--- config.mk ---
export PLATFORM = sky130hd
export DESIGN_NAME = rmap_command_packet_builder_core
export DESIGN_NICKNAME = d
export VERILOG_FILES = /design/src/rtl/rmapcpb_pkg.sv /design/src/rtl/rmapcpb_crc8.sv /design/src/rtl/rmap_command_packet_builder_core.sv
export VERILOG_INCLUDE_DIRS = /design/src /design/src/rtl
export SDC_FILE = /design/constraint.sdc
export NUM_CORES = 1
export LEC_CHECK = 0
export BUFFER_PORTS_ARGS = -buffer_cell sky130_fd_sc_hd__buf_4
export CORE_MARGIN = 4
export CORE_UTILIZATION = 56
export CTS_CLUSTER_SIZE = 40
export DETAILED_ROUTE_END_ITERATION = 6
export PLACE_DENSITY = 0.8
export SLEW_MARGIN = 0
export SYNTH_ARGS = -nofsm -noshare
export SYNTH_HDL_FRONTEND = slang
export SYNTH_HIERARCHICAL = 1
export SYNTH_SLANG_ARGS = --single-unit
--- constraint.sdc ---
create_clock -name clk -period 5.8 [get_ports clk]
set_input_delay 0.29 -clock clk [delete_from_list [all_inputs] [get_ports clk]]
set_output_delay 0.29 -clock clk [all_outputs]
set_load 0.01 [all_outputs]
--- src/rtl/assert_macros.svh ---
// Assertion macros used by the packet builder RTL.
// Define NO_ASSERTIONS to compile every check away.
`ifndef ASSERT_MACROS_SVH
`define ASSERT_MACROS_SVH

`ifndef NO_ASSERTIONS

// Same-cycle implication, sampled on the rising clock edge, off in reset
`define ASSERT_SAME(lbl, clk, rst, ante, cons) \
  lbl: assert property (@(posedge clk) disable iff (rst) (ante) |-> (cons)) \
    else $error("packet builder check failed");

// Next-cycle implication, sampled on the rising clock edge, off in reset
`define ASSERT_NEXT(lbl, clk, rst, ante, cons) \
  lbl: assert property (@(posedge clk) disable iff (rst) (ante) |=> (cons)) \
    else $error("packet builder check failed");

`else

`define ASSERT_SAME(lbl, clk, rst, ante, cons)
`define ASSERT_NEXT(lbl, clk, rst, ante, cons)

`endif

`endif

--- src/rtl/rmapcpb_pkg.sv ---
// Shared types and constants for the RMAP command packet builder.
// No dependencies.
package rmapcpb_pkg;

  // Fixed header bytes
  localparam logic [7:0] PROTOCOL_ID   = 8'h01;
  localparam logic [7:0] EXT_ADDRESS   = 8'h00;
  localparam logic [7:0] WRITE_LEN_HI  = 8'h00;
  localparam logic [7:0] WRITE_LEN_MID = 8'h00;
  localparam logic [7:0] WRITE_LEN_LO  = 8'h04;

  // Command bit that selects a single-word write
  localparam int WRITE_BIT = 5;

  // Bytes covered by the header CRC and by the data CRC
  localparam int HDR_LEN  = 15;
  localparam int DATA_LEN = 4;

  // Reflected form of x^8+x^2+x+1
  localparam logic [7:0] CRC_POLY_REFL = 8'hE0;

  // Byte sequencer states
  typedef enum logic [2:0] {
    ST_IDLE,
    ST_HEADER,
    ST_HEADER_CRC,
    ST_DATA,
    ST_DATA_CRC
  } seq_state_t;

  // Control from the sequencer to the CRC unit
  typedef struct packed {
    logic clear;
    logic update;
  } crc_ctrl_t;

endpackage

--- src/rtl/rmapcpb_crc8.sv ---
// Byte-wide RMAP CRC-8 accumulator, one packet byte folded in per cycle while update is set.
// Depends on rmapcpb_pkg for the polynomial and the control struct.
module rmapcpb_crc8 (
  input  logic                   clk,
  input  rmapcpb_pkg::crc_ctrl_t ctrl,
  input  logic [7:0]             din,
  output logic [7:0]             crc
);
  import rmapcpb_pkg::*;

  logic [7:0] crc_next;

  // Fold one byte in, least significant bit first
  always_comb begin
    logic [7:0] v;
    v = crc ^ din;
    for (int k = 0; k < 8; k++) begin
      if (v[0]) begin
        v = (v >> 1) ^ CRC_POLY_REFL;
      end else begin
        v = v >> 1;
      end
    end
    crc_next = v;
  end

  // Clear at the start of each CRC span, advance on each covered byte
  always_ff @(posedge clk) begin
    if (ctrl.clear) begin
      crc <= 8'h00;
    end else if (ctrl.update) begin
      crc <= crc_next;
    end
  end

endmodule

--- src/rtl/rmap_command_packet_builder_core.sv ---
// RMAP command packet builder: one request in, its packet out a byte at a time.
// Depends on rmapcpb_pkg, rmapcpb_crc8 and assert_macros.svh.
//
// Input channel (in_valid/in_ready) carries one command request. The request
// is loaded into a byte-wide shift register and the output channel
// (out_valid/out_ready) then carries the packet: packet_byte with last_byte
// set on the final byte. A read command gives 16 bytes (15 header bytes and
// the header CRC); a write command gives 21 (header, header CRC, four data
// bytes least significant first, data CRC).
// The request transfer loads the shift register and enters the header state;
// the first byte then moves into the output register. With out_ready held
// high the packet goes out one byte per cycle, set by the shift register and
// the one-byte-per-cycle CRC unit. The next request is taken once the last
// byte sits in the output register.
// When the receiver stalls, the output register holds its byte and the
// shift register and CRC stop with it. Reset drops any packet in flight,
// empties the output register and leaves the block ready for a request.
module rmap_command_packet_builder_core (
  input  logic        clk,
  input  logic        rst,
  input  logic        in_valid,
  output logic        in_ready,
  input  logic [7:0]  command_byte,
  input  logic [7:0]  source_address,
  input  logic [7:0]  dest_address,
  input  logic [7:0]  dest_key,
  input  logic [15:0] transaction_id,
  input  logic [31:0] target_address,
  input  logic [23:0] read_length,
  input  logic [31:0] write_word,
  output logic        out_valid,
  input  logic        out_ready,
  output logic [7:0]  packet_byte,
  output logic        last_byte
);
  import rmapcpb_pkg::*;
  `include "assert_macros.svh"

  localparam int SREG_W = (HDR_LEN + DATA_LEN) * 8;
  localparam logic [3:0] HDR_LAST  = 4'(HDR_LEN - 1);
  localparam logic [3:0] DATA_LAST = 4'(DATA_LEN - 1);

  seq_state_t        state, state_next;
  logic [SREG_W-1:0] sreg, sreg_next;
  logic [3:0]        cnt, cnt_next;
  logic              is_write, is_write_next;
  logic              load_out;
  logic [7:0]        byte_next;
  logic              last_next;
  logic              advance;
  crc_ctrl_t         crc_ctrl;
  logic [7:0]        crc;
  logic [7:0]        head_byte;

  assign head_byte = sreg[SREG_W-1 -: 8];
  assign advance   = !out_valid || out_ready;
  assign in_ready  = (state == ST_IDLE);

  // Fold each header and data byte into the running CRC
  rmapcpb_crc8 u_crc (
    .clk  (clk),
    .ctrl (crc_ctrl),
    .din  (head_byte),
    .crc  (crc)
  );

  // Sequencer: load the request, then shift out one byte per free slot
  always_comb begin
    state_next    = state;
    sreg_next     = sreg;
    cnt_next      = cnt;
    is_write_next = is_write;
    load_out      = 1'b0;
    byte_next     = head_byte;
    last_next     = 1'b0;
    crc_ctrl      = '0;
    case (state)
      ST_IDLE: begin
        if (in_valid) begin
          is_write_next = command_byte[WRITE_BIT];
          if (command_byte[WRITE_BIT]) begin
            sreg_next = {dest_address, PROTOCOL_ID, command_byte, dest_key,
                         source_address, transaction_id, EXT_ADDRESS,
                         target_address, WRITE_LEN_HI, WRITE_LEN_MID,
                         WRITE_LEN_LO, write_word[7:0], write_word[15:8],
                         write_word[23:16], write_word[31:24]};
          end else begin
            sreg_next = {dest_address, PROTOCOL_ID, command_byte, dest_key,
                         source_address, transaction_id, EXT_ADDRESS,
                         target_address, read_length, 32'h0000_0000};
          end
          cnt_next       = '0;
          crc_ctrl.clear = 1'b1;
          state_next     = ST_HEADER;
        end
      end
      ST_HEADER: begin
        if (advance) begin
          load_out        = 1'b1;
          crc_ctrl.update = 1'b1;
          sreg_next       = {sreg[SREG_W-9:0], 8'h00};
          cnt_next        = cnt + 4'd1;
          if (cnt == HDR_LAST) begin
            cnt_next   = '0;
            state_next = ST_HEADER_CRC;
          end
        end
      end
      ST_HEADER_CRC: begin
        if (advance) begin
          load_out       = 1'b1;
          byte_next      = crc;
          crc_ctrl.clear = 1'b1;
          if (is_write) begin
            state_next = ST_DATA;
          end else begin
            last_next  = 1'b1;
            state_next = ST_IDLE;
          end
        end
      end
      ST_DATA: begin
        if (advance) begin
          load_out        = 1'b1;
          crc_ctrl.update = 1'b1;
          sreg_next       = {sreg[SREG_W-9:0], 8'h00};
          cnt_next        = cnt + 4'd1;
          if (cnt == DATA_LAST) begin
            cnt_next   = '0;
            state_next = ST_DATA_CRC;
          end
        end
      end
      ST_DATA_CRC: begin
        if (advance) begin
          load_out   = 1'b1;
          byte_next  = crc;
          last_next  = 1'b1;
          state_next = ST_IDLE;
        end
      end
      default: begin
        state_next = ST_IDLE;
      end
    endcase
  end

  // State and counter
  always_ff @(posedge clk) begin
    if (rst) begin
      state <= ST_IDLE;
      cnt   <= '0;
    end else begin
      state <= state_next;
      cnt   <= cnt_next;
    end
  end

  // Shift register and command flavour
  always_ff @(posedge clk) begin
    sreg     <= sreg_next;
    is_write <= is_write_next;
  end

  // Output register: hold while stalled, drop valid once transferred
  always_ff @(posedge clk) begin
    if (rst) begin
      out_valid <= 1'b0;
    end else if (load_out) begin
      out_valid <= 1'b1;
    end else if (out_ready) begin
      out_valid <= 1'b0;
    end
  end

  always_ff @(posedge clk) begin
    if (load_out) begin
      packet_byte <= byte_next;
      last_byte   <= last_next;
    end
  end

  // A pending last byte means the sequencer has finished or only just restarted
  `ASSERT_SAME(a_last_then_idle, clk, rst, out_valid && last_byte,
               state == ST_IDLE || (state == ST_HEADER && cnt == 4'd0))
  // Data phase only follows a write command
  `ASSERT_SAME(a_data_is_write, clk, rst,
               state == ST_DATA || state == ST_DATA_CRC, is_write)
  // A request transfer starts the header from its first byte
  `ASSERT_NEXT(a_start_header, clk, rst, in_valid && in_ready,
               state == ST_HEADER && cnt == 4'd0)
  // The CRC byte phases never carry a partial count
  `ASSERT_SAME(a_crc_cnt_zero, clk, rst,
               state == ST_HEADER_CRC || state == ST_DATA_CRC, cnt == 4'd0)

endmodule
# Word level (Yosys, flattened, before mapping)
# Cells that the tools add are included.
[totals]
regBits = 178
output_inout_bits = 11
in_bits = 140
[classes]
eq_ne = 14
n_reduce_logical = 13
bitwise = 9
add_sub_neg = 1
n_mux = 39
[op_table]
columns = ["operator", "count"]
rows = [
  ["$mux 152", 2],
  ["$pmux 152 s2", 1],
  ["$mux 134", 1],
  ["$mux 8", 10],
  ["$not 2->3", 8],
  ["$mux 3", 7],
  ["$mux 4", 5],
  ["$pmux 3 s5", 1],
  ["$ne 2x2->1 const B", 7],
  ["$pmux 4 s3", 1],
  ["$mux 1", 8],
  ["$xor 8x8->8", 1],
  ["$reduce_and 7->1", 1],
  ["$eq 3x2->1 const B", 2],
  ["$add 4x1->4 const B", 1],
  ["$eq 4x2->1 const B", 1],
  ["$eq 4x4->1 const B", 1],
  ["$pmux 1 s2", 2],
  ["$reduce_and 4->1", 1],
  ["$reduce_bool 2->1", 2],
  ["$reduce_or 2->1", 2],
  ["$reduce_or 4->1", 1],
  ["$eq 3x1->1 const B", 1],
  ["$eq 3x3->1 const B", 1],
  ["8 further kinds", 8],
]

# Longest topological paths before layout
[depth]
depth_word = 17
mapped_depth = 8
mapped_depth_nobuf = 6

# By module
# The synthesis kept the hierarchy.
[modules_own_cells]
columns = ["mod", "instances", "area_each_um2", "cells_per_inst", "seq_area_each_um2"]
rows = [
  ["rmap_command_packet_builder_core", 1, 7399.6, 687, 5024.8],
  ["rmapcpb_crc8", 1, 584.3, 54, 160.2],
]

# Worst setup path before layout
# No wires, ideal clock.
[synth_path]
path_kind = "register to register"
from = "register state[0]"
to = "register cnt[1]"
period_less_slack_ns = 4.482
setup_ns = 0.128
arrival_ns = 4.354
n_path_buf = 2
path_stages_with_launch = 8
path_slack_ns = 1.318
required_time_ns = 5.672
cell_sequence = "dfxtp_1 buf_2 nor2b_1 buf_2 a21oi_2 inv_1 mux2i_1 nor2_1"
[synth_via]
elab_chain_len = 3
[synth_lines]
columns = ["element", "line", "source"]
rows = [
  ["start, declared", "rmap_command_packet_builder_core.sv:43", "seq_state_t state, state_next;"],
  ["start signal, assigned", "rmap_command_packet_builder_core.sv:154", "state <= state_next;"],
  ["$eq 3x1->1, or another cell as far along", "rmap_command_packet_builder_core.sv:77", "case (state)"],
  ["$ne 2x2->1 (no source line) / $reduce_bool 3->1 (equally long branches)", "n/a", ""],
  ["$reduce_and 4->1 (no source line)", "n/a", ""],
  ["end signal, assigned", "rmap_command_packet_builder_core.sv:155", "cnt <= cnt_next;"],
  ["end, declared", "rmap_command_packet_builder_core.sv:45", "logic [3:0] cnt, cnt_next;"],
]
# Several ways; a longest one is shown, not always the timed one.
# A chain may end at the register's enable or synchronous reset.

# Worst setup path in the final report
[layout_path]
from = "register state[0]"
to = "register sreg[53] (enable)"
[layout_via]
elab_chain_len = 4
[layout_lines]
columns = ["element", "line", "source"]
rows = [
  ["$eq 3x2->1 / $eq 3x1->1 (equally long branches)", "rmap_command_packet_builder_core.sv:77", ""],
  ["$reduce_or 2->1 (no source line)", "n/a", ""],
  ["$ne 2x1->1 (no source line) / $reduce_bool 2->1 (equally long branches)", "n/a", ""],
  ["$reduce_and 3->1 (no source line) (*)", "n/a", ""],
  ["end signal, assigned", "rmap_command_packet_builder_core.sv:161", "sreg <= sreg_next;"],
  ["end, declared", "rmap_command_packet_builder_core.sv:44", "logic [SREG_W-1:0] sreg, sreg_next;"],
]
# Mark *: on every way between the ends. The rest lies on a longest branch, timed or not.

==> results.py <==
metrics = {
    "critical_path": {
        "max_stage_delay_ns": 0.91,
        "end_kind": "flip-flop",
        "cpMaxStageDelayCell": "nor2b_4",
        "crit_path_start_kind": "flip-flop",
        "critical_path_class": "flip-flop to flip-flop",
        "critical-path-top-delay-family": "buffers and inverters",
        "arrival_ns": 3.58,
        "crit_fanout": 113,
        "path_buf_inv": 2,
        "path_cells": "nor2b_4, a21oi_2, inv_6, buf_4",
        "rrSetupSlack_ns": 2.29,
        "crit_required_ns": 5.87,
    },
    "pwr": {
        "total_power_uw": 3370,
        "pwr-share-seq": 0.490,
        "p_sw_frac": 0.240,
        "p_leak_uw": 0.00434,
        "p_clk_frac": 0.353,
        "power.internal_uw": 2570,
        "peakVddDrop_mv": 0.233,
        "net-switching-power_uw": 808,
        "comb_power_share": 0.157,
        "pwr_density_cell_nw_per_um2": 344,
    },
    "worst_hold_path": {
        "hp-class": "input port to flip-flop",
    },
    "timing": {
        "setup_viol": 0,
        "fin_skew_ns": 0.00905,
        "period_share": 0.604,
        "holdWs_ns": 0.0868,
        "timing.fmax_ghz": 0.285,
        "tightestPinTransition_ns": 1.18,
        "setup_slack_ns": 2.29,
        "rsz0062_at_grt": "no",
        "final-max-slew-violation-count": 0,
        "slew_headroom": 0.206,
        "period_needed_ns": 3.51,
        "finalSetupTns_ns": 0,
        "hold_viol": 0,
    },
    "clock_network": {
        "clk_pin_slew_ns": 0.06,
        "root_buffer": "clkbuf_16",
        "htreeDepth": 4,
        "cts_tree": "yes",
        "cts_resized": 0,
        "cts.sinks": 178,
        "clk_latency_ns": 0.43,
        "cts_buffer_depth": 2,
        "cts_setup_buffers": 0,
        "numCtsBuffers": 17,
        "postCtsHoldBufs": 0,
    },
    "routing": {
        "wl_um": 16500,
        "dr.pass1.iters": 5,
        "ant_nets": 0,
        "viasPerCell": 5.29,
        "vias": 5627,
        "drt_iter0_markers": 540,
        "wl_per_cell_um": 15.6,
        "drc": 0,
    },
    "flow_run": {
        "max_cap_viol_count": 0,
    },
    "grt": {
        "grt_use_total": 0.205,
        "grt_overflow": 0,
        "grt_pass1_vias": 5563,
        "antenna_found_initial": 0,
        "grt_pass1_wl_um": 26000,
        "grt_max_degree": 114,
    },
    "synthesis": {
        "synth_enable_flop_cells": 162,
        "syn-num-nets": 883,
        "yosys.area.top_type": "edfxtp_1",
        "synth_top_area_frac": 0.609,
        "syn_avg_cell_area_um2": 10.8,
        "yosysWarnings": 6,
        "seq_area_frac_synth": 0.649,
        "ys_async_sr_fraction": 0,
        "synthTopCellsByArea": "edfxtp_1 (61%), nand2_1 (16%), dfxtp_1 (4.0%), nand3b_1 (2.2%), nand3_1 (1.9%)",
        "synth_cell_type_count": 42,
        "ys_ff_latch": 178,
        "syn_inst": 741,
        "netlist_top_cells_count": "nand2_1 (341), edfxtp_1 (162), nand3_1 (30)",
        "synth.most_common_cell": "nand2_1",
        "syn-cell-area_um2": 7980,
        "synthFlopType": "edfxtp_1",
    },
    "final_layout": {
        "drive_gt1_frac": 0.229,
        "post-route-util": 0.704,
        "num-nets-final": 1012,
        "antenna_cells": 0,
        "areaGrowthSynthToFinish_pct": 22.8,
    },
    "floorplanning": {
        "rows": 43,
        "die_x_um": 127,
        "die_area_um2": 16200,
        "io_pins": 151,
        "start_util": 0.573,
        "core-area_um2": 13900,
        "die_y_um": 127,
    },
    "placed_design": {
        "io_buffers": 150,
        "gp_congestion": 0.800,
        "hpwl_um": 10700,
        "place_ws_ns": 2.21,
    },
    "status": {
        "status": "completed",
    },
}
stage by stage:
| stage | instance area, um^2 | instances |
|---|---|---|
| 2_1_floorplan | 7980 | 741 |
| 3_5_place_dp | 9190 | 1031 |
| 4_1_cts | 9800 | 1063 |
| 3_3_place_gp | 9190 | 1031 |
| 5_1_grt | 9800 | 1063 |
| 6_report | 9800 | 1063 |
power groups by stage:
stage	registers (uW)	logic (uW)	clock network, uW
3_5_place_dp	1680	523	0
5_1_grt	1670	579	1260
6_report	1650	530	1190
3_3_place_gp	1670	500	0
2_1_floorplan	1670	369	0
4_1_cts	1650	528	1210
cell type report:
type / count / area, um^2
clock buffer: 17 / 425
clock inverter: 15 / 190
tap: 180 / 225
sequential: 178 / 5180
inverter: 4 / 20.0
multi-input combinational: 516 / 2610
fill: 984 / 4130
timing repair buffer: 153 / 1150
placed cells by master (no fill, tap or decap), types with 4 or more instances in the layout:
| cell | netlist | routed |
|---|---|---|
| nand3_1 | 30 | 30 |
| mux2_2 | 10 | 10 |
| xnor3_1 | 4 | 4 |
| clkbuf_16 | 0 | 17 |
| xor2_1 | 4 | 4 |
| a211oi_1 | 4 | 4 |
| and2_1 | 15 | 15 |
| nand3b_1 | 23 | 23 |
| edfxtp_1 | 162 | 162 |
| dfxtp_1 | 16 | 16 |
| and3_1 | 9 | 9 |
| bufinv_16 | 0 | 4 |
| nor2_1 | 14 | 14 |
| nand2b_1 | 5 | 4 |
| buf_4 | 0 | 153 |
| o21ai_0 | 6 | 6 |
| clkinvlp_4 | 0 | 4 |
| xnor2_1 | 10 | 10 |
| nand2_1 | 341 | 341 |
| a21oi_1 | 9 | 9 |
path summary, 6_finish.rpt:
kind                          start                   to  cells past startpoint
max           state[0]$_SDFFE_PP0P_   sreg[53]$_DFFE_PP_                      4
min                             rst  cnt[3]$_SDFFE_PP0P_                      2
max reg2reg   state[0]$_SDFFE_PP0P_   sreg[53]$_DFFE_PP_                      4
min reg2reg  sreg[93]$_SDFFCE_PP0P_  sreg[101]$_DFFE_PP_                      2
layer usage:
metal	up-vias	track usage	part of all wire
met5	-	0	0
met4	0	0.0738	0.019
met3	32	0.0631	0.079
met2	233	0.334	0.49
met1	2604	0.261	0.42
li1	2758	-	-
sequential cells by signal, summed over array words and instances (netlist names):
register / cells
sreg: 152
packet_byte: 8
u_crc/crc: 8
cnt: 4
state: 3
is_write: 1
last_byte: 1
out_valid: 1
cell families (layout without fill, tap and decap cells):
family / Yosys count / after routing / synth area share
buf+inv: 47 / 189 / 0.0255
flops: 178 / 178 / 0.649
xor+xnor: 22 / 22 / 0.0367
fa+ha+maj: 2 / 2 / 0.00313
mux: 12 / 12 / 0.0166
compound gates: 25 / 25 / 0.0208
simple gates: 455 / 455 / 0.248
Power figures use the tool's default switching activity.
